File: config.mk
export PLATFORM = sky130hd
export DESIGN_NAME = spiaw_cfg_regs
export DESIGN_NICKNAME = d
export VERILOG_FILES = /design/src/hw/rtl/spiaw_pkg.sv /design/src/hw/rtl/spiaw_cfg_regs.sv
export SDC_FILE = /design/constraint.sdc
export NUM_CORES = 1
export LEC_CHECK = 0
export BUFFER_PORTS_ARGS = -buffer_cell sky130_fd_sc_hd__buf_2
export CAP_MARGIN = 20
export CORE_MARGIN = 2
export CORE_UTILIZATION = 45
export CTS_CLUSTER_DIAMETER = 60
export CTS_CLUSTER_SIZE = 10
export DETAILED_ROUTE_END_ITERATION = 8
export PLACE_DENSITY = 0.81
export SYNTH_ARGS = -nofsm -noshare
export SYNTH_HDL_FRONTEND = slang
export SYNTH_SLANG_ARGS = --single-unit
File: constraint.sdc
create_clock -name aclk -period 1.74 [get_ports aclk]
set_input_delay 0 -clock aclk [delete_from_list [all_inputs] [get_ports aclk]]
set_output_delay 0 -clock aclk [all_outputs]
set_load 0.05 [all_outputs]
File: src/hw/rtl/spiaw_pkg.sv
`default_nettype none
// ----------------------------------------------------------------------------
// spiaw_pkg
// Shared types, constants and saturation helpers for the speed PI regulator.
// ----------------------------------------------------------------------------
package spiaw_pkg;

    localparam int FRAC_BITS = 16;
    localparam int DATA_W    = 32;
    localparam int GAIN_W    = 31;
    localparam int PERIOD_W  = 17;
    localparam int INTEG_W   = 48;
    localparam int PROD_W    = 64;
    localparam int KI_SPLIT  = 16;
    localparam int ACC_W     = PROD_W + KI_SPLIT;
    localparam int T1_W      = PROD_W - FRAC_BITS;
    localparam int SAT_W     = ACC_W + 1;
    localparam int MUL_W     = DATA_W + 1;
    localparam int IDX_W     = 3;
    localparam int TDATA_W   = 3 * DATA_W;

    typedef enum logic [IDX_W-1:0] {
        REG_ENABLE        = 3'd0,
        REG_PROP_GAIN     = 3'd1,
        REG_INTEG_GAIN    = 3'd2,
        REG_INV_PROP_GAIN = 3'd3,
        REG_SAMPLE_PERIOD = 3'd4,
        REG_SPEED_LIMIT   = 3'd5
    } reg_idx_t;

    typedef struct packed {
        logic                enable;
        logic [GAIN_W-1:0]   prop_gain;
        logic [GAIN_W-1:0]   integ_gain;
        logic [GAIN_W-1:0]   inv_prop_gain;
        logic [PERIOD_W-1:0] sample_period;
        logic [GAIN_W-1:0]   speed_limit;
        logic                integ_clear;
    } cfg_t;

    typedef enum logic [3:0] {
        DP_NOP,
        DP_LOAD,
        DP_DIS,
        DP_ERR,
        DP_IIN,
        DP_INTEG,
        DP_T1,
        DP_KIH,
        DP_KIL,
        DP_CMD,
        DP_OUT
    } dp_step_t;

    typedef enum logic [2:0] {
        MUL_NONE,
        MUL_FB,
        MUL_INC,
        MUL_KP,
        MUL_KIH,
        MUL_KIL
    } mul_sel_t;

    typedef struct packed {
        dp_step_t step;
        mul_sel_t mul_sel;
    } dp_cmd_t;

    typedef struct packed {
        logic out_free;
    } dp_status_t;

    localparam logic signed [SAT_W-1:0] S32_MAX_W = SAT_W'(64'sh0000_0000_7FFF_FFFF);
    localparam logic signed [SAT_W-1:0] S32_MIN_W = SAT_W'(-64'sh0000_0000_8000_0000);
    localparam logic signed [SAT_W-1:0] S48_MAX_W = SAT_W'(64'sh0000_7FFF_FFFF_FFFF);
    localparam logic signed [SAT_W-1:0] S48_MIN_W = SAT_W'(-64'sh0000_8000_0000_0000);

    function automatic logic signed [DATA_W-1:0] sat32(input logic signed [SAT_W-1:0] x);
        logic signed [DATA_W-1:0] r;
        if (x > S32_MAX_W) begin
            r = S32_MAX_W[DATA_W-1:0];
        end else if (x < S32_MIN_W) begin
            r = S32_MIN_W[DATA_W-1:0];
        end else begin
            r = x[DATA_W-1:0];
        end
        return r;
    endfunction

    function automatic logic signed [INTEG_W-1:0] sat48(input logic signed [SAT_W-1:0] x);
        logic signed [INTEG_W-1:0] r;
        if (x > S48_MAX_W) begin
            r = S48_MAX_W[INTEG_W-1:0];
        end else if (x < S48_MIN_W) begin
            r = S48_MIN_W[INTEG_W-1:0];
        end else begin
            r = x[INTEG_W-1:0];
        end
        return r;
    endfunction

endpackage
`default_nettype wire

File: src/hw/rtl/spiaw_cfg_regs.sv
`default_nettype none
// ----------------------------------------------------------------------------
// spiaw_cfg_regs
// Configuration register file; a write to enable also pulses integrator clear.
// ----------------------------------------------------------------------------
module spiaw_cfg_regs (
    input  wire logic                         aclk,
    input  wire logic                         aresetn,
    input  wire logic                         cfg_valid,
    output logic                              cfg_ready,
    input  wire logic [spiaw_pkg::IDX_W-1:0]  cfg_index,
    input  wire logic [spiaw_pkg::DATA_W-1:0] cfg_data,
    output spiaw_pkg::cfg_t                   cfg
);

    spiaw_pkg::cfg_t cfg_reg;
    spiaw_pkg::cfg_t cfg_next;
    logic            wr;

    assign cfg_ready = 1'b1;
    assign wr        = cfg_valid & cfg_ready;
    assign cfg       = cfg_reg;

    always_comb begin
        cfg_next             = cfg_reg;
        cfg_next.integ_clear = 1'b0;
        if (wr) begin
            case (spiaw_pkg::reg_idx_t'(cfg_index))
                spiaw_pkg::REG_ENABLE: begin
                    cfg_next.enable      = cfg_data[0];
                    cfg_next.integ_clear = 1'b1;
                end
                spiaw_pkg::REG_PROP_GAIN: begin
                    cfg_next.prop_gain = cfg_data[spiaw_pkg::GAIN_W-1:0];
                end
                spiaw_pkg::REG_INTEG_GAIN: begin
                    cfg_next.integ_gain = cfg_data[spiaw_pkg::GAIN_W-1:0];
                end
                spiaw_pkg::REG_INV_PROP_GAIN: begin
                    cfg_next.inv_prop_gain = cfg_data[spiaw_pkg::GAIN_W-1:0];
                end
                spiaw_pkg::REG_SAMPLE_PERIOD: begin
                    cfg_next.sample_period = cfg_data[spiaw_pkg::PERIOD_W-1:0];
                end
                spiaw_pkg::REG_SPEED_LIMIT: begin
                    cfg_next.speed_limit = cfg_data[spiaw_pkg::GAIN_W-1:0];
                end
                default: begin
                end
            endcase
        end
    end

    always_ff @(posedge aclk) begin
        if (!aresetn) begin
            cfg_reg.enable        <= 1'b0;
            cfg_reg.prop_gain     <= '0;
            cfg_reg.integ_gain    <= '0;
            cfg_reg.inv_prop_gain <= '0;
            cfg_reg.sample_period <= '0;
            cfg_reg.speed_limit   <= '1;
            cfg_reg.integ_clear   <= 1'b0;
        end else begin
            cfg_reg <= cfg_next;
        end
    end

`ifndef ASSERT_OFF
    a_clear_on_enable_write: assert property (@(posedge aclk) disable iff (!aresetn)
        (wr && cfg_index == spiaw_pkg::REG_ENABLE) |=> (cfg_reg.integ_clear
            && cfg_reg.enable == $past(cfg_data[0])))
        else $error("enable write did not clear integrator");
    a_clear_only_on_enable: assert property (@(posedge aclk) disable iff (!aresetn)
        !(wr && cfg_index == spiaw_pkg::REG_ENABLE) |=> !cfg_reg.integ_clear)
        else $error("spurious integrator clear");
    a_limit_hold: assert property (@(posedge aclk) disable iff (!aresetn)
        !(wr && cfg_index == spiaw_pkg::REG_SPEED_LIMIT) |=> $stable(cfg_reg.speed_limit))
        else $error("speed limit changed without write");
`endif

endmodule
`default_nettype wire

======== Word-level counts from Yosys, hierarchy flattened ========
Index checks and enable logic that the tools add are counted.
cells by class
  equal/unequal tests ..................... 5
  reductions and logical operators ........ 8
  multiplexer cells ....................... 1
operators by type and width
  operator              count
  $reduce_and A2 Y1     7
  $eq A3 B2 Y1 const B  2
  $eq A3 B3 Y1 const B  2
  $eq A3 B1 Y1 const B  1
  $logic_not A3 Y1      1
  $mux W1               1
word-level totals
  output and inout bits ................... 144
  input bits .............................. 38
  word-level logic and storage cells ...... 21
  register bits after elaboration ......... 143

======== Longest topological paths before layout ========
Gate-level depths: netlist of run 1.
  word-level depth ........................ 2
  mapped depth ............................ 5
  gate-level depth less buffers ........... 2

======== Worst setup path before layout of run 1 ========
No wires, ideal clock.
  kind .................................... register -> register
  start ................................... register cfg[79] (netlist name)
  end ..................................... register cfg_reg (netlist bit cfg[79])
  data required time ...................... 1.668 ns
  arrival ................................. 0.813 ns
  period minus slack after synthesis ...... 0.885 ns
  cell stages (with the launch flop) ...... 3
  buffers on the path ..................... 0
  setup time .............................. 0.072 ns
  slack ................................... 0.855 ns
  path through ............................ dfxtp_1 nand2_1 mux2i_1
RTL lines
  element               line                  source
  end signal, assigned  spiaw_cfg_regs.sv:64  cfg_reg <= cfg_next;
  end, declared         spiaw_cfg_regs.sv:16  spiaw_pkg::cfg_t cfg_reg;

======== Final worst setup path of run 1 ========
  start ................................... input cfg_index[2] (netlist name)
  end ..................................... register cfg_reg (netlist bit cfg[142])
between the ends
  cells in the longest elaborated chain, start to end .. 2
RTL lines
  element                             line                  source
  start, declared                     spiaw_cfg_regs.sv:11  input wire logic [spiaw_pkg::IDX_W-1:0] cfg_index,
  $logic_not A3 Y1                    spiaw_cfg_regs.sv:28  case (spiaw_pkg::reg_idx_t'(cfg_index))
  $reduce_and A2 Y1 (no source line)  --
Every way passes these cells.
A chain may end at the register's enable or synchronous reset.

==> impl_metrics.toml, run 1 <==
[power]
peakVddDrop_mv = 0.629
powerDensity_nw_per_um2 = 1020
leakagePower_uw = 0.00339

[critical_path]
worstSetupPathType = "in -> reg"
r2r.worst_path.cells = 2
slowest_delay_ps = 660
r2r_end = "cfg[76]$_SDFFE_PN0P_"
worstSetupEndpointType = "register"
path_max_fanout = 6
cpMaxStageDelayCell = "dlygate4sd3_1"
cp_top_family = "buffers and inverters"
r2r_slack_ps = 1030
arrival_ps = 1900
regToRegStartpoint = "cfg[76]$_SDFFE_PN0P_"
path_buf_inv = 3
crit_chain = "dlygate4sd3_1 -> buf_2 -> nor4b_1 -> dlygate4sd3_1 -> mux2i_1"
required_ps = 2080
path_common_cell = "dlygate4sd3_1"
start_kind = "input pin"

[synthesis]
ys_warn_count = 0
synthesis.instances = 538
synth_compound_area_share_pct = 0
syn_avg_cell_area_um2 = 10.3
synthMuxAreaShare_pct = 25.5
synth_seq_cells = 143
syn_area_um2 = 5560
syn-num-nets = 576
synth_fa_ha_area_share_pct = 0
ys_seq_area_share_pct = 51.5
synth_top_family_by_area = "multiplexers"
synth_cell_types = 15
synthXorXnorAreaFrac_pct = 0
synth-simple-area-share_pct = 17.8

[sta]
hold_viol = 0
rsz0062_at_grt = "false"
fin_crit_ps = 1560
fmax_mhz = 641
hold_ws_ps = 136
period_share_pct = 89.7
finalSetupTns_ps = 0
setup_viol = 0
skew_ps = 0
drv_slew = 0

[clock_tree]
cts_tree = "yes"
cts-root-buf = "clkbuf_16"
clock-sinks = 143
insertion_delay_ps = 410
cts_buffers = 17
cts_resized = 0
cts.clk_slew.worst_paths_ps = 60
cts_max_level = 4
cts_buffer_depth = 2

[hold_path]
min_path_cells = 4
worst_hold_path_type = "in -> reg"
holdPathEnd = "cfg[87]$_SDFFE_PN0P_"
hp-start = "aresetn"

[layout]
largest_register_ffs = 143
drive_gt1_share_pct = 29.7
fillCellCount = 989
nNetsFinal = 777
instances_no_fill = 920
n_antenna_cell = 0
area_delta_synth_final_pct = 33.4
multi_input_area_um2 = 2420
layout.area.seq_um2 = 2860
final_util_pct = 61.6

[grt]
antenna_found_initial = 0
grt_first_pass_wirelength_um = 21800
track_usage_pct = 21.0
grt_pass1_vias = 4376
grt-ovfl-total = 0
grt_start_max_net_pins = 104

[detailed_routing]
drtIter0Drc = 236
viasPerCell = 4.76
vias = 4381
dr.pass1.iters = 8
wl_per_cell_um = 15.1
drt-total-wl_um = 13900
final_antenna_net_count = 0
drc = 0

[floorplan]
core-area_um2 = 12100
placementRows = 40
die_area_um2 = 13300
pin_count = 182
fp.dieW_um = 115
start_util_pct = 46.1
die_h_um = 115

[placed_design]
hpwl_um = 9290
placed_cells = 855
gp_congestion = 0.816
numPortBuffers = 179

[status]
outcome = "completed"

[job]
cap_violations = 0
## synthesized netlist by cell type
| cell | instances | area (µm²) |
|---|---|---|
| nand4bb_1 | 1 | 11.3 |
| nor4b_1 | 1 | 8.76 |
| nor2b_1 | 62 | 388 |
| dfxtp_1 | 143 | 2860 |
| mux2i_1 | 142 | 1420 |
| buf_2 | 18 | 90.1 |
| buf_4 | 5 | 37.5 |
| and4b_1 | 1 | 10.0 |
| clkbuf_1 | 6 | 22.5 |
| and2_1 | 1 | 6.26 |
| nand2_1 | 142 | 533 |
| nand4b_1 | 1 | 8.76 |
| and4bb_1 | 2 | 25.0 |
| conb_1 | 1 | 3.75 |
| buf_6 | 12 | 135 |
## how the worst max path moves through the flow
| stage | from | to | cells past startpoint |
|---|---|---|---|
| final | cfg_index[2] | cfg[142]$_SDFFE_PN0P_ | 5 |
| after global routing | cfg_index[2] | cfg[142]$_SDFFE_PN0P_ | 5 |
| after CTS | cfg_index[2] | cfg[142]$_SDFFE_PN0P_ | 5 |
| after detailed placement | cfg_index[1] | cfg[120]$_SDFFE_PN0P_ | 4 |
| after global placement | cfg_index[1] | cfg[117]$_SDFFE_PN0P_ | 4 |
| after floorplan | cfg[79]$_SDFFE_PN0P_ | cfg[79]$_SDFFE_PN0P_ | 2 |
## worst register-to-register path, delay by kind of cell (launching register included)
family | cells | cell delay, ps
flops | 1 | 340
simple gates | 1 | 60
mux | 1 | 220
## stage by stage
stage / instance area (µm²) / total power [µW] / setup WS (ps)
3_5_place_dp: 6530 / 4160 / 478
2_1_floorplan: 5560 / 3980 / 855
4_1_cts: 7420 / 7610 / 250
6_report: 7420 / 7560 / 180
5_1_grt: 7420 / 7840 / 126
3_3_place_gp: 6530 / 4140 / 545
## where the power goes
| group | internal (µW) | switching [µW] | leakage [µW] | total, µW |
|---|---|---|---|---|
| logic | 251 | 511 | 0.00198 | 763 |
| registers | 3350 | 37.4 | 0.00116 | 3390 |
| clock network | 2010 | 1400 | 0.000251 | 3410 |
## what timing repair did
action	CTS	global route
endpoints found under the hold margin	143	0
setup buffers	0	0
hold buffers	33	0
## cells in the final DEF, fill, tap and decap left out, drive strengths merged
cell type / n
conb: 1
inv: 1
clkinv: 3
and4bb: 2
dlygate4sd3: 33
and2: 1
nor4b: 1
nand4bb: 1
nor2b: 62
clkbuf: 20
dfxtp: 143
and4b: 1
nand4b: 1
nand2: 142
bufinv: 1
buf: 190
clkinvlp: 7
mux2i: 142
## final cells by class
class / count / area share, %
Sequential cell: 143 / 38.6
Multi-Input combinational cell: 354 / 32.6
Timing Repair Buffer: 223 / 18.5
Clock buffer: 20 / 6.02
Tap cell: 168 / 2.83
Clock inverter: 12 / 1.53
## metal layers
layer  up-vias  global-route usage (%)  wire [µm]
met4         0                    8.76        322
met1      2062                    24.3       5770
met2       142                    36.9       7120
li1       2152                       -          -
met5         -                       0          0
met3        25                    5.38        670
## cells by family after synthesis
kind of cell | count (synthesis)
other | 1
flip-flops | 143
buffers and inverters | 41
AND/OR/NAND/NOR | 211
multiplexers | 142
Power figures use the tool's default switching activity.
==> inputs of run 2 (changes only) <==
Settings changed: PLACE_DENSITY 0.81 to 0.76.
==> run 2 against run 1 <==
Against the previous run: via count fell by 0.46%; first-iteration DRC count rose by 3.0%; clock skew did not move.
==> impl_metrics.toml, run 2 (synthesis gave the netlist of run 1 again) <==
[placed_design]
gp_congestion = 0.746
numPortBuffers = 179
hpwl_um = 9060
post-place-ws_ps = 630

[critical_path]
regToRegStartpoint = "cfg[6]$_SDFFE_PN1P_"
r2r_slack_ps = 1100
worstSetupPathType = "in -> reg"
start_kind = "input pin"
r2r.worst_path.cells = 2
slowest_delay_ps = 530
path_depth = 5
cp_top_family = "buffers and inverters"
endpoint = "cfg[137]$_SDFFE_PN0P_"
path_buf_inv = 3
arrival_ps = 1600
crit_chain = "dlygate4sd3_1 -> buf_2 -> and4bb_2 -> buf_4 -> mux2i_1"
worstSetupEndpointType = "register"
path_max_fanout = 18
required_ps = 2060
cpMaxStageDelayCell = "dlygate4sd3_1"
r2r_end = "cfg[6]$_SDFFE_PN1P_"
critPathLaunch = "cfg_index[1]"

[clock_tree]
cts_max_level = 4
cts_resized = 0
cts-root-buf = "clkbuf_16"
cts.clk_slew.worst_paths_ps = 60
insertion_delay_ps = 400
cts_setup_buffers = 0
cts_buffer_depth = 2
cts_tree = "yes"
cts_buffers = 17
clock-sinks = 143

[grt]
antenna_found_initial = 0
grt_first_pass_wirelength_um = 21600
grt_pass1_vias = 4460
grt-ovfl-total = 0
track_usage_pct = 20.8
grt_start_max_net_pins = 81

[detailed_routing]
wl_per_cell_um = 14.7
drc = 0
final_antenna_net_count = 0
viasPerCell = 4.72
vias = 4361
dr.pass1.iters = 4
drt-total-wl_um = 13500
drtIter0Drc = 243

[hold_path]
hp-start = "cfg_valid"
worst_hold_path_type = "in -> reg"

[layout]
drive_gt1_share_pct = 29.7
n_antenna_cell = 0
area_delta_synth_final_pct = 33.7
largest_register_ffs = 143
final_util_pct = 61.7
final_common_cell = "buf_2"
layout_common_cells = "buf_2 (178), dfxtp_1 (143), nand2_1 (142), mux2i_1 (142), nor2b_1 (62)"
nNetsFinal = 780

[sta]
rsz0062_at_grt = "false"
period_share_pct = 73.3
fin_crit_ps = 1270
max_slew.worst_pin.slew_ps = 614
drv_slew = 0
final.setup.worst_slack_ps = 465
skew_ps = 0
finalSetupTns_ps = 0
fmax_mhz = 785
setup_viol = 0
slew_headroom_pct = 58.5
hold_viol = 0

[floorplan]
pin_count = 182
core-area_um2 = 12100
fp.dieW_um = 115
placementRows = 40
die_area_um2 = 13300
die_h_um = 115
start_util_pct = 46.1

[power]
power_switching_uw = 1960
p_sw_share_pct = 25.5
leakagePower_uw = 0.00341
peakVddDrop_mv = 0.517
power_uw = 7670
cellInternalPower_uw = 5720
powerDensity_nw_per_um2 = 1030
clkPwrFrac_pct = 45.9
share_seq_of_total_power_pct = 44.1
combPwrFrac_pct = 10.0

[status]
outcome = "completed"

[job]
cap_violations = 0
[run 2: cell types whose count changed in the layout (fill, tap and decap cells not counted)]
| cell | before | now |
|---|---|---|
| buf_4 | 7 | 10 |
| buf_12 | 5 | 3 |
| dlygate4sd3_1 | 33 | 35 |
| bufinv_16 | 1 | 2 |
| clkbuf_8 | 1 | 0 |
| clkinv_2 | 1 | 2 |
| clkinvlp_4 | 7 | 6 |
[run 2: per-layer routing]
| layer | vias to the layer above | share of wire, % | wire length [µm] | track usage (%) |
|---|---|---|---|---|
| li1 | 2162 | - | - | - |
| met1 | 2076 | 46 | 6240 | 25.4 |
| met2 | 112 | 48 | 6510 | 35.3 |
| met3 | 11 | 4.6 | 618 | 5.38 |
| met4 | 0 | 1.3 | 176 | 7.95 |
| met5 | - | 0 | 0 | 0 |
[run 2: worst min-delay path by stage]
stage	to	cells after the start	slack, ps
2_1_floorplan	cfg[10]$_SDFFE_PN1P_	2	170
3_3_place_gp	cfg[23]$_SDFFE_PN1P_	3	270
3_5_place_dp	cfg[15]$_SDFFE_PN1P_	3	280
4_1_cts	cfg[32]$_SDFFE_PN0P_	3	40
5_1_grt	cfg[142]$_SDFFE_PN0P_	3	70
6_report	cfg[33]$_SDFFE_PN0P_	3	60
[run 2: worst min-delay path, stage by stage]
cell	delay, ps
buf_2	130
nand4bb_1	190
mux2i_1	100
[run 2: layout make-up]
type,count,area (µm²)
tap,168,210
sequential,143,2860
fill,1014,4620
clock buffer,19,433
clock inverter,13,141
timing repair buffer,226,1380
multi-input combinational,354,2420
[run 2: power by group through the flow]
stage	Combinational (µW)	Sequential (µW)	Clock [µW]
2_1_floorplan	274	3710	0
3_3_place_gp	690	3450	0
3_5_place_dp	703	3460	0
4_1_cts	764	3380	3590
5_1_grt	813	3390	3730
6_report	764	3390	3520
[run 2: repair_timing]
action	in CTS	in global routing
hold endpoints to repair	143	0
hold buffers	35	0
endpoints found under the setup margin	0	0
[run 2: metrics by stage]
| step | instances | hold WS (ps) | area [µm²] |
|---|---|---|---|
| global route | 923 | 72.7 | 7440 |
| detailed placement | 856 | 281 | 6520 |
| finish | 923 | 61.6 | 7440 |
| global placement | 856 | 273 | 6520 |
| floorplan | 538 | 166 | 5560 |
| CTS | 923 | 38.5 | 7440 |
