<file path="src/hw/rtl/spiaw_pkg.sv">
`default_nettype none
// ----------------------------------------------------------------------------
// spiaw_pkg
// Shared types, constants and saturation helpers for the speed PI regulator.
// ----------------------------------------------------------------------------
package spiaw_pkg;

    localparam int FRAC_BITS = 16;
    localparam int DATA_W    = 32;
    localparam int GAIN_W    = 31;
    localparam int PERIOD_W  = 17;
    localparam int INTEG_W   = 48;
    localparam int PROD_W    = 64;
    localparam int KI_SPLIT  = 16;
    localparam int ACC_W     = PROD_W + KI_SPLIT;
    localparam int T1_W      = PROD_W - FRAC_BITS;
    localparam int SAT_W     = ACC_W + 1;
    localparam int MUL_W     = DATA_W + 1;
    localparam int IDX_W     = 3;
    localparam int TDATA_W   = 3 * DATA_W;

    typedef enum logic [IDX_W-1:0] {
        REG_ENABLE        = 3'd0,
        REG_PROP_GAIN     = 3'd1,
        REG_INTEG_GAIN    = 3'd2,
        REG_INV_PROP_GAIN = 3'd3,
        REG_SAMPLE_PERIOD = 3'd4,
        REG_SPEED_LIMIT   = 3'd5
    } reg_idx_t;

    typedef struct packed {
        logic                enable;
        logic [GAIN_W-1:0]   prop_gain;
        logic [GAIN_W-1:0]   integ_gain;
        logic [GAIN_W-1:0]   inv_prop_gain;
        logic [PERIOD_W-1:0] sample_period;
        logic [GAIN_W-1:0]   speed_limit;
        logic                integ_clear;
    } cfg_t;

    typedef enum logic [3:0] {
        DP_NOP,
        DP_LOAD,
        DP_DIS,
        DP_ERR,
        DP_IIN,
        DP_INTEG,
        DP_T1,
        DP_KIH,
        DP_KIL,
        DP_CMD,
        DP_OUT
    } dp_step_t;

    typedef enum logic [2:0] {
        MUL_NONE,
        MUL_FB,
        MUL_INC,
        MUL_KP,
        MUL_KIH,
        MUL_KIL
    } mul_sel_t;

    typedef struct packed {
        dp_step_t step;
        mul_sel_t mul_sel;
    } dp_cmd_t;

    typedef struct packed {
        logic out_free;
    } dp_status_t;

    localparam logic signed [SAT_W-1:0] S32_MAX_W = SAT_W'(64'sh0000_0000_7FFF_FFFF);
    localparam logic signed [SAT_W-1:0] S32_MIN_W = SAT_W'(-64'sh0000_0000_8000_0000);
    localparam logic signed [SAT_W-1:0] S48_MAX_W = SAT_W'(64'sh0000_7FFF_FFFF_FFFF);
    localparam logic signed [SAT_W-1:0] S48_MIN_W = SAT_W'(-64'sh0000_8000_0000_0000);

    function automatic logic signed [DATA_W-1:0] sat32(input logic signed [SAT_W-1:0] x);
        logic signed [DATA_W-1:0] r;
        if (x > S32_MAX_W) begin
            r = S32_MAX_W[DATA_W-1:0];
        end else if (x < S32_MIN_W) begin
            r = S32_MIN_W[DATA_W-1:0];
        end else begin
            r = x[DATA_W-1:0];
        end
        return r;
    endfunction

    function automatic logic signed [INTEG_W-1:0] sat48(input logic signed [SAT_W-1:0] x);
        logic signed [INTEG_W-1:0] r;
        if (x > S48_MAX_W) begin
            r = S48_MAX_W[INTEG_W-1:0];
        end else if (x < S48_MIN_W) begin
            r = S48_MIN_W[INTEG_W-1:0];
        end else begin
            r = x[INTEG_W-1:0];
        end
        return r;
    endfunction

endpackage
`default_nettype wire

</file>
<file path="src/hw/rtl/spiaw_ctrl.sv">
`default_nettype none
// ----------------------------------------------------------------------------
// spiaw_ctrl
// Sequencer: steps the datapath through one control sample per request.
// ----------------------------------------------------------------------------
module spiaw_ctrl (
    input  wire logic                    aclk,
    input  wire logic                    aresetn,
    input  wire logic                    s_tvalid,
    output logic                         s_tready,
    input  wire logic                    enable,
    input  wire spiaw_pkg::dp_status_t   status,
    output spiaw_pkg::dp_cmd_t           cmd
);

    typedef enum logic [3:0] {
        ST_IDLE,
        ST_DIS,
        ST_ERR,
        ST_IIN,
        ST_MINC,
        ST_INTEG,
        ST_T1,
        ST_KIH,
        ST_KIL,
        ST_CMD,
        ST_DONE
    } state_t;

    state_t state_reg;
    state_t state_next;
    logic   accept;

    assign s_tready = (state_reg == ST_IDLE);
    assign accept   = s_tvalid & s_tready;

    always_comb begin
        state_next  = state_reg;
        cmd.step    = spiaw_pkg::DP_NOP;
        cmd.mul_sel = spiaw_pkg::MUL_NONE;
        case (state_reg)
            ST_IDLE: begin
                if (accept) begin
                    cmd.step   = spiaw_pkg::DP_LOAD;
                    state_next = enable ? ST_ERR : ST_DIS;
                end
            end
            ST_DIS: begin
                cmd.step   = spiaw_pkg::DP_DIS;
                state_next = ST_DONE;
            end
            ST_ERR: begin
                cmd.step    = spiaw_pkg::DP_ERR;
                cmd.mul_sel = spiaw_pkg::MUL_FB;
                state_next  = ST_IIN;
            end
            ST_IIN: begin
                cmd.step   = spiaw_pkg::DP_IIN;
                state_next = ST_MINC;
            end
            ST_MINC: begin
                cmd.mul_sel = spiaw_pkg::MUL_INC;
                state_next  = ST_INTEG;
            end
            ST_INTEG: begin
                cmd.step    = spiaw_pkg::DP_INTEG;
                cmd.mul_sel = spiaw_pkg::MUL_KP;
                state_next  = ST_T1;
            end
            ST_T1: begin
                cmd.step    = spiaw_pkg::DP_T1;
                cmd.mul_sel = spiaw_pkg::MUL_KIH;
                state_next  = ST_KIH;
            end
            ST_KIH: begin
                cmd.step    = spiaw_pkg::DP_KIH;
                cmd.mul_sel = spiaw_pkg::MUL_KIL;
                state_next  = ST_KIL;
            end
            ST_KIL: begin
                cmd.step   = spiaw_pkg::DP_KIL;
                state_next = ST_CMD;
            end
            ST_CMD: begin
                cmd.step   = spiaw_pkg::DP_CMD;
                state_next = ST_DONE;
            end
            ST_DONE: begin
                if (status.out_free) begin
                    cmd.step   = spiaw_pkg::DP_OUT;
                    state_next = ST_IDLE;
                end
            end
            default: begin
                state_next = ST_IDLE;
            end
        endcase
    end

    always_ff @(posedge aclk) begin
        if (!aresetn) begin
            state_reg <= ST_IDLE;
        end else begin
            state_reg <= state_next;
        end
    end

`ifndef ASSERT_OFF
    a_accept_leaves_idle: assert property (@(posedge aclk) disable iff (!aresetn)
        accept |=> !s_tready)
        else $error("still ready after accepting a request");
    a_done_waits: assert property (@(posedge aclk) disable iff (!aresetn)
        (state_reg == ST_DONE && !status.out_free) |=> state_reg == ST_DONE)
        else $error("result dropped while output busy");
    a_out_only_when_free: assert property (@(posedge aclk) disable iff (!aresetn)
        (cmd.step == spiaw_pkg::DP_OUT) |-> status.out_free)
        else $error("output loaded while occupied");
`endif

endmodule
`default_nettype wire

</file>
<file path="config.mk">
export PLATFORM = sky130hd
export DESIGN_NAME = spiaw_ctrl
export DESIGN_NICKNAME = d
export VERILOG_FILES = /design/src/hw/rtl/spiaw_pkg.sv /design/src/hw/rtl/spiaw_ctrl.sv
export SDC_FILE = /design/constraint.sdc
export NUM_CORES = 1
export LEC_CHECK = 0
export ABC_AREA = 1
export BUFFER_PORTS_ARGS = -buffer_cell sky130_fd_sc_hd__buf_2
export CAP_MARGIN = 25
export CORE_AREA = 2 2 39 41
export DETAILED_ROUTE_END_ITERATION = 7
export DIE_AREA = 0 0 41 43
export HOLD_SLACK_MARGIN = 0.08
export SYNTH_ARGS = -nofsm -noshare
export SYNTH_HDL_FRONTEND = slang
export SYNTH_SLANG_ARGS = --single-unit
</file>
<file path="constraint.sdc">
create_clock -name aclk -period 1.4 [get_ports aclk]
set_clock_uncertainty 0.2 [all_clocks]
set_input_delay 0.21 -clock aclk [delete_from_list [all_inputs] [get_ports aclk]]
set_output_delay 0.21 -clock aclk [all_outputs]
set_load 0.01 [all_outputs]
</file>
Word-level counts from Yosys, hierarchy flattened. Cells that the tools add are included.

Add/sub/neg operators: 0. Multipliers: 0. Div/mod/pow operators: 0. $lt $le $gt $ge: 0. Equality and inequality tests: 12. Shift operators: 0. Multiplexer cells: 8. Bitwise operators: 1. Reduce and logical (&&, ||, !) cells: 3.

Operators with widths (number): 4-bit one-hot mux with 10 select lines (2); 4-bit by 3-bit == test with 1-bit output (second input constant) (4); 3-bit one-hot mux with 5 select lines (1); 4-bit == test (second input constant) (3); 4-bit 2-to-1 mux (3); 4-bit by 2-bit == test with 1-bit output (second input constant) (2); 4-bit by 1-bit == test with 1-bit output (second input constant) (1); 4-bit logical NOT (1); 2-bit 2-to-1 mux (1); 2-bit by 1-bit inequality test with 1-bit output (second input constant) (1); 2-bit inequality test (second input constant) (1); 2-bit AND reduction (1); 2-bit OR reduction (1); 1-bit AND (1); 1-bit 2-to-1 mux (1).

Register bits: 4. Bits in latches: 0. Bits in writable memories: 0. Memory bits (read-only): 0. Bits of input ports: 5. Output and inout bits: 8. Logic and storage cells: 25. Memories kept: 0.

Depth between registers and ports, before layout. Gate-level depths: netlist (run 1).

Word-level depth: 4. Depth in mapped cells: 7. Depth with buffers taken out: 7.

Worst setup path after synthesis (run 1). Ideal clock, no wire load.

Path type: flip-flop to output port. From: reg state_reg[3]. To: out cmd[4] (netlist name). Arrival: 0.920 ns. Required time: 0.990 ns. Slack: 0.070 ns. Cell stages (with the launch flop): 8. Path buffers: 0. Cells stage by stage: dfxtp_1 -> inv_1 -> nand2_2 -> inv_2 -> nand2_1 -> inv_2 -> a21oi_1 -> nand3_1.

RTL lines: from (decl) (RTL line spiaw_ctrl.sv:30) `state_t state_reg;`; from (signal assigned) (RTL line spiaw_ctrl.sv:104) `state_reg <= state_next;`; to (decl) (RTL line spiaw_ctrl.sv:13) `output spiaw_pkg::dp_cmd_t cmd`.

==> out/metrics.cfg, run 1 <==
[status]
status=finished with violations
violations=negative setup slack

[critical_path]
r2r_slack_ns=0.05
worstPathMaxFanout=4
endpoint_kind=output pin
crit_type=flip-flop to output pin
crit_arrival_ns=1.19
worstPathRequired_ns=0.99
start_kind=flip-flop

[detailed_routing]
vias_per_cell=4.480
routed_wl_um=990
via_count=457
drt_iter0_markers=13
dr.pass1.iters=3
drtAntennaViolNets=0
drc=0
wire_per_inst_um=9.706

[hold_path]
hp-class=primary input to flip-flop

[timing]
post-route-period-util=1.141
fmax_ghz=0.6259
rsz0062_at_grt=yes
tightest_slew_ns=0.1886
finalSetupViolCount=7
report.final.slew_viol_count=0
slew_headroom=0.8741
final-hold-violation-count=0
setup_ws_ns=-0.1976
finalSetupTns_ns=-0.8320
fin_crit_ns=1.598

[final_layout]
utilization=0.4394
fin_cells=102
syn_to_final_growth_pct=82.71
fillers=157
layout.nets=93
largest_reg_flops=4
drive_above_1_share=0.5698
antenna_cells=0

[placement]
place_congestion=0.7060
hpwl_um=724.5
dp_worst_setup_slack_ns=-0.05661
io_buffers=12
placed_cells=95

[global_route]
antenna_found_initial=0
grt_pass1_vias=401
grt_pass1_wl_mm=1.504
grt_max_degree=7
grt_remaining_overflow=0
grt.total_usage=0.1254

[synth]
synth_cells=56
syn_nets=61
synth_seq_cells=4
ys_seq_area_frac=0.2406
synthesis.area_sq_um=332.8
synth_area_per_cell_sq_um=5.943
synth_cell_types=18
yosysWarningCount=0

[die]
die_area_sq_um=1763
die_w_um=41
io_pins=13
start_util=0.2405
coreArea_sq_um=1384
die_height_um=43
rows=14

[clock_tree]
h-tree-depth=1
clockBufferDepth=2
insertion_delay_ns=0.23
numCtsBuffers=3
clock_sinks=4
cts-root-buf=clkbuf_4
cts_tree=yes
clk_pin_slew_ns=0.03

[run]
cap_violations=0

[power]
p_per_area_nw_per_um2=1982
peakVddDrop_v=0.0007749
power.leakage_nw=0.3299

synthesized netlist by cell type:
cell / n / area (sq um)
nand4_1: 1 / 6.260
o21ai_2: 1 / 8.760
inv_1: 7 / 26.28
nand3b_1: 1 / 7.510
clkinv_1: 1 / 3.750
inv_2: 4 / 15.01
nand2_1: 13 / 48.80
a21oi_1: 4 / 20.02
nor2_1: 4 / 15.01
nand3_1: 5 / 25.02
nand2_2: 1 / 6.260
dfxtp_1: 4 / 80.08
nor2_2: 4 / 25.02
o21ai_0: 2 / 10.01
a211oi_2: 1 / 12.51
a31oi_1: 1 / 6.260
nand3b_2: 1 / 11.26
o21ai_1: 1 / 5.000
critical path, stage by stage (launching register included):
cell     delay (ns)
dfxtp_4        0.35
buf_6          0.11
nor2_4         0.12
nand2_2        0.08
o21ai_2        0.07
a21oi_1        0.06
nand2_1        0.05
buf_2          0.12
per-layer routing:
metal,vias up,share of wire,GRT usage
met1,202,0.45,0.1571
met3,0,0.057,0.01571
met4,0,0,0.1000
li1,244,-,-
met5,-,0,0
met2,11,0.49,0.1813
cell families after synthesis:
| logic type | synth area share |
|---|---|
| and+or+nand+nor | 0.4361 |
| buffers and inverters | 0.1353 |
| AOI/OAI and AO/OA | 0.1880 |
| DFF | 0.2406 |
power breakdown:
group	switching (W)	internal [W]	leakage, nW
Combinational	0.000429	0.000389	0.280
Sequential	0.0000770	0.000173	0.0356
Clock	0.0000417	0.0000955	0.0138
Total	0.000548	0.000657	0.330
cells in the final DEF, fill, tap and decap left out, types with 2 or more instances in the layout:
cell	netlist	final
nand3_1	5	5
o21ai_0	2	2
nand2_1	13	10
inv_4	0	2
dlygate4sd3_1	0	2
nor2_4	0	3
dfxtp_4	0	4
inv_1	7	6
clkbuf_4	0	3
a21oi_1	4	3
nand2_2	1	3
buf_4	0	12
buf_2	0	12
inv_2	4	3
nor2_1	4	4
path summary, 6_finish.rpt:
check,startpoint,end,cells after the start
worst max-delay path,state_reg[3]$_SDFFE_PN0P_,cmd[3],7
worst min register to register,state_reg[2]$_SDFFE_PN0P_,state_reg[2]$_SDFFE_PN0P_,2
worst min-delay path,status,state_reg[1]$_SDFFE_PN0P_,3
worst max register to register,state_reg[0]$_SDFFE_PN0P_,state_reg[1]$_SDFFE_PN0P_,6
metrics by stage:
stage | hold slack, ns | power (W) | area [sq um]
floorplan | 0.1808 | 0.0006120 | 332.8
global placement | 0.2860 | 0.0009053 | 495.5
detailed placement | 0.3003 | 0.0009173 | 495.5
CTS | 0.1303 | 0.001155 | 588.1
global route | 0.1607 | 0.001321 | 608.1
finish | 0.1368 | 0.001205 | 608.1
area by class of cell:
cell class	instances	area [sq um]	share of cell area
inverters	12	50.05	0.08230
repair buffers	27	181.4	0.2984
clock buffers	3	22.52	0.03704
multi-input cells	40	239.0	0.3930
well taps	16	20.02	0.03292
flip-flops and latches	4	95.09	0.1564
repair_timing:
| action | CTS | global route |
|---|---|---|
| pin swaps | 2 | 1 |
| hold endpoints to repair | 1 | 0 |
| gates resized for setup | 16 | 4 |
| buffers inserted | 1 | 1 |
| setup endpoints to repair | 8 | 8 |
| hold buffers | 2 | 0 |
(Power assumes the default switching activity.)
==> inputs of run 2 (changes only) <==
==> constraint.sdc (replaced) <==
create_clock -name aclk -period 1.5 [get_ports aclk]
set_clock_uncertainty 0.2 [all_clocks]
set_input_delay 0.225 -clock aclk [delete_from_list [all_inputs] [get_ports aclk]]
set_output_delay 0.225 -clock aclk [all_outputs]
set_load 0.01 [all_outputs]
==> run 2 against run 1 <==
  * Core utilization grew 0.99 points
  * Clock power shrank 4%
  * Die area unchanged
  * Global-route usage fell by 0.80 points
  * Highest routed layer is now met4
  * The run still ends with negative setup slack left
  * Combinational power shrank 3.7%
  * Critical endpoint is now cmd[6]
  * Cell count is 2.0% lower
  * Worst hold slack worse by 0.028 ns
  * Critical path type unchanged
  * First-iteration DRC count shrank 85%
  * Largest power group unchanged
  * Total power down 3.4%
==> out/metrics.cfg, run 2 (synthesis gave the netlist of run 1 again) <==
[status]
status=finished with violations
violations=negative setup slack

[final_layout]
largest_reg_flops=4  ; unchanged
drive_above_1_share=0.6429  ; +0.07309
antenna_cells=0  ; unchanged
fillers=149  ; -5.1%
layout.nets=91  ; -2.2%
final_common_cell=buf_2
syn_to_final_growth_pct=86.84
final_cell_mix=buf_2 (11), buf_4 (10), nand2_1 (9)

[timing]
rsz0062_at_grt=yes
final-hold-violation-count=0  ; unchanged
setup_ws_ns=-0.1168  ; +0.08083 ns
fmax_ghz=0.6185
hold_ws_ns=0.1083  ; -0.02847 ns
post-route-period-util=1.078
finalSetupViolCount=6  ; -1
tightest_slew_ns=0.1716  ; -0.01699 ns
slew_headroom=0.8844  ; +0.01025
fin_crit_ns=1.617
report.final.slew_viol_count=0  ; unchanged

[clock_tree]
h-tree-depth=1  ; unchanged
clk_pin_slew_ns=0.04  ; about the same
clockBufferDepth=2  ; unchanged
numCtsBuffers=3  ; unchanged
cts-root-buf=clkbuf_4
clock_sinks=4  ; unchanged
insertion_delay_ns=0.23  ; about the same
cts_tree=yes

[critical_path]
reg2reg_from=state_reg[1]$_SDFFE_PN0P_
cp_slowest_cell=dfxtp_4
worstPathMaxFanout=5  ; +1
start_kind=flip-flop
crit_type=flip-flop to output pin
worstPathRequired_ns=1.07  ; +0.08 ns
crit_chain=buf_6 > nor2_4 > nand3_2 > o21ai_1 > buf_2
crit_family=flip-flops
crit_arrival_ns=1.19  ; about the same
crit_buf_inv=2  ; unchanged
crit_start=state_reg[2]$_SDFFE_PN0P_
endpoint_kind=output pin
max_stage_delay_ns=0.37  ; +0.02 ns

[global_route]
grt_pass1_wl_mm=1.366  ; -9.2%
grt_max_degree=7  ; unchanged
grt_pass1_vias=367  ; -8.5%
antenna_found_initial=0  ; unchanged
grt.total_usage=0.1174  ; -0.008024
grt_remaining_overflow=0  ; unchanged

[run]
cap_violations=0  ; unchanged

[placement]
io_buffers=12  ; unchanged
hpwl_um=649.2  ; -10%
place_congestion=0.6989  ; -1.0%

[detailed_routing]
dr.pass1.iters=4  ; +1
drc=0  ; unchanged
vias_per_cell=4.680  ; +4.5%
wire_per_inst_um=10.78  ; +11%
via_count=468  ; +2.4%
routed_wl_mm=1.078  ; +8.9%
drtAntennaViolNets=0  ; unchanged
drt_iter0_markers=2  ; -11

[die]
die_w_um=41  ; unchanged
io_pins=13  ; unchanged
die_area_sq_um=1763  ; unchanged
die_height_um=43  ; unchanged
start_util=0.2405  ; unchanged
coreArea_sq_um=1384  ; unchanged
rows=14  ; unchanged

[power]
power.total_w=0.001164  ; -3.4%
peakVddDrop_v=0.0009285  ; +20%
power.leakage_nw=0.3317  ; +0.54%
p_per_area_nw_per_um2=1872  ; -5.6%

[hold_path]
hp-start=enable
hp-class=primary input to flip-flop

[run 2: stage by stage]
stage | TNS [ns] | std cells | util | worst slack [ns] | area [sq um]
floorplan | 0 | 56 | - | 0.1554 | 332.8
global placement | 0 | 88 | 0.3201 | 0.02785 | 442.9
detailed placement | 0 | 88 | 0.3201 | 0.01688 | 442.9
CTS | -0.2952 | 97 | 0.4204 | -0.08946 | 581.8
global route | -0.8306 | 100 | 0.4494 | -0.1838 | 621.8
finish | -0.4810 | 100 | 0.4494 | -0.1168 | 621.8
[run 2: worst min-delay path: cells and delay by family]
family | cells | cell delay [ns]
buf+inv | 1 | 0.09
compound gates | 1 | 0.06
simple gates | 2 | 0.12
[run 2: final cells by class]
class / count / area [sq um] / share of cell area
clock buffer: 3 / 22.52 / 0.03622
sequential: 4 / 95.09 / 0.1529
multi-input combinational: 40 / 259.0 / 0.4165
inverter: 12 / 51.30 / 0.08250
tap: 16 / 20.02 / 0.03219
timing repair buffer: 25 / 173.9 / 0.2797
[run 2: repair_timing]
action	in CTS	in global routing
setup buffers	5	3
pin swaps	3	5
hold buffers	1	0
setup endpoints to repair	7	8
gates resized for setup	24	6
hold endpoints to repair	1	0
[run 2: final timing paths]
path / endpoint / slack [ns] / cells after the start
min reg2reg: state_reg[1]$_SDFFE_PN0P_ / 0.46 / 3
max: cmd[6] / -0.12 / 5
max reg2reg: state_reg[1]$_SDFFE_PN0P_ / 0.21 / 6
min: state_reg[0]$_SDFFE_PN0P_ / 0.11 / 4
[run 2: report_power, final]
| part | switching [W] | internal [W] | leakage [nW] |
|---|---|---|---|
| clock network | 0.0000421 | 0.0000894 | 0.0138 |
| logic | 0.000421 | 0.000367 | 0.282 |
| registers | 0.0000827 | 0.000162 | 0.0356 |
| total | 0.000546 | 0.000618 | 0.332 |
[run 2: per-layer routing]
layer	GRT usage	vias up	part of all wire
met5	0	-	0
met2	0.1906	18	0.51
met1	0.1218	209	0.41
met3	0.01571	2	0.053
met4	0.1000	0	0.022
li1	-	239	-
==> inputs of run 3 (changes only) <==
==> constraint.sdc (replaced) <==
create_clock -name aclk -period 1.55 [get_ports aclk]
set_clock_uncertainty 0.2 [all_clocks]
set_input_delay 0.2325 -clock aclk [delete_from_list [all_inputs] [get_ports aclk]]
set_output_delay 0.2325 -clock aclk [all_outputs]
set_load 0.01 [all_outputs]
==> run 3 against run 2 <==
  * The flow still finishes with violations (negative setup slack)
  * Sequential power is 2% lower
  * Worst hold slack worse by 0.0047 ns
  * Register-to-register slack got worse by 0.05 ns
  * Design area shrank 2.4%
  * Core utilization decreased by 1.1 points
  * Routed wire length decreased by 8.0%
  * Largest cell class unchanged
==> out/metrics.cfg, run 3 (synthesis gave the netlist of run 1 again) <==
[detailed_routing]
drtAntennaViolNets=0  ; unchanged
routed_wl_um=992  ; -8.0%
via_count=459  ; -1.9%
dr.pass1.iters=5  ; +1
wire_per_inst_um=9.920  ; -8.0%
drc=0  ; unchanged
drt_iter0_markers=8  ; +6
vias_per_cell=4.590  ; -1.9%

[timing]
fmax_ghz=0.6266
slew_headroom=0.8881  ; +0.003690
fin_crit_ns=1.596
post-route-period-util=1.030
final-hold-violation-count=0  ; unchanged
tightest_slew_ns=0.1661  ; -0.005477 ns
rsz0062_at_grt=yes
report.final.slew_viol_count=0  ; unchanged
finalSetupViolCount=3  ; -3
setup_ws_ns=-0.04592  ; +0.07088 ns

[power]
p_seq_frac=0.224  ; +0.014
peakVddDrop_v=0.0005848  ; -37%
p_switching_w=0.0005003  ; -8.3%
p_comb_frac=0.661  ; -0.016
p_per_area_nw_per_um2=1775  ; -5.2%
swShare=0.4645  ; -0.004167
clkPwrFrac=0.115  ; +0.002
power.leakage_nw=0.3308  ; -0.27%
power.internal_w=0.0005766  ; -6.7%

[clock_tree]
clockBufferDepth=2  ; unchanged
cts-root-buf=clkbuf_4
numCtsBuffers=3  ; unchanged
clk_pin_slew_ns=0.04  ; about the same
clock_sinks=4  ; unchanged
h-tree-depth=1  ; unchanged
insertion_delay_ns=0.23  ; about the same
cts_tree=yes

[critical_path]
crit_start=state_reg[2]$_SDFFE_PN0P_
start_kind=flip-flop
crit_arrival_ns=1.16  ; -0.03 ns
crit_buf_inv=2  ; unchanged
max_stage_delay_ns=0.38  ; about the same
crit_family=flip-flops
cp_slowest_cell=dfxtp_4
endpoint_kind=output pin
reg2reg_from=state_reg[2]$_SDFFE_PN0P_
crit_type=flip-flop to output pin
worstPathRequired_ns=1.12  ; +0.05 ns
worstPathMaxFanout=6  ; +1
path_depth=5  ; unchanged
reg2regPathDepth=6  ; unchanged
crit_chain=buf_6 > nor2_4 > nand3_2 > o21ai_1 > buf_2

[final_layout]
fin_cells=100  ; unchanged
antenna_cells=0  ; unchanged
largest_reg_flops=4  ; unchanged
final_common_cell=buf_2
final_cell_mix=buf_2 (12), buf_4 (11), nand2_1 (10)
layout.nets=91  ; unchanged
drive_above_1_share=0.6071  ; -0.03571
post-route-cell-area_sq_um=606.8  ; -2.4%
syn_to_final_growth_pct=82.33
fillers=160  ; +7.4%

[global_route]
grt_pass1_vias=418  ; +14%
grt_remaining_overflow=0  ; unchanged
antenna_found_initial=0  ; unchanged
grt.total_usage=0.1315  ; +0.01417
grt_max_degree=7  ; unchanged
grt_pass1_wl_mm=1.587  ; +16%

[placement]
placed_cells=86  ; -2.3%
place_congestion=0.6962  ; -0.39%
placed_cell_area_sq_um=427.9  ; -3.4%
io_buffers=12  ; unchanged
hpwl_um=651.9  ; +0.42%

[die]
coreArea_sq_um=1384  ; unchanged
die_area_sq_um=1763  ; unchanged
die_w_um=41  ; unchanged
io_pins=13  ; unchanged
start_util=0.2405  ; unchanged
die_height_um=43  ; unchanged
rows=14  ; unchanged

[status]
violations=negative setup slack
status=finished with violations

[run]
cap_violations=0  ; unchanged

[hold_path]
hp-start=enable
hp-class=primary input to flip-flop
whs_path_depth=4  ; unchanged

-- run 3: cell types whose count changed in the layout (fill, tap and decap cells not counted), sizes merged --
cell    delta
clkinv     -1
inv        +1
-- run 3: timing repair --
action,in CTS,in global routing
buffers inserted,8,2
gates resized for setup,22,4
hold buffers,1,0
pin swaps,4,4
hold endpoints to repair,1,0
setup endpoints to repair,7,6
-- run 3: routing by layer --
metal / up-vias / track usage / routed length, um
met5: - / 0 / 0
met4: 0 / 0.1000 / 0
met3: 0 / 0.01571 / 50
met2: 13 / 0.2000 / 509
met1: 208 / 0.1576 / 433
li1: 238 / - / -
-- run 3: worst paths after layout --
path	end	slack [ns]
worst max-delay path	cmd[6]	-0.05
worst min-delay path	state_reg[0]$_SDFFE_PN0P_	0.10
worst max register to register	state_reg[1]$_SDFFE_PN0P_	0.16
worst min register to register	state_reg[2]$_SDFFE_PN0P_	0.32
-- run 3: final cells by class --
type,count,area (sq um),area share
Clock buffer,3,22.52,0.03711
Inverter,12,52.55,0.08660
Multi-Input combinational cell,40,252.7,0.4165
Timing Repair Buffer,25,163.9,0.2701
Sequential cell,4,95.09,0.1567
Tap cell,16,20.02,0.03299
-- run 3: per-stage QoR --
step	total power, W	hold slack [ns]	utilization	setup slack [ns]	TNS (ns)
5_1_grt	0.001181	0.1072	0.4385	-0.1121	-0.3721
4_1_cts	0.001045	0.08678	0.4213	-0.03307	-0.07194
2_1_floorplan	0.0005528	0.2033	-	0.1979	0
6_report	0.001077	0.1036	0.4385	-0.04592	-0.09937
3_3_place_gp	0.0007067	0.3097	0.3092	0.06136	0
3_5_place_dp	0.0007096	0.3162	0.3092	0.05796	0
-- run 3: worst register-to-register path: stages (launching register included) --
cell and delay, ns:
dfxtp_4 0.38, buf_6 0.13, nor2_4 0.12, buf_4 0.12, nand3b_2 0.12, nand4_1 0.13, a21oi_1 0.07
-- run 3: power by group through the flow --
stage	registers (W)	logic, W	clock network [W]
CTS	0.000232	0.000682	0.000131
finish	0.000241	0.000712	0.000124
floorplan	0.000184	0.000369	0
global route	0.000244	0.000801	0.000137
detailed placement	0.000197	0.000513	0
global placement	0.000195	0.000512	0
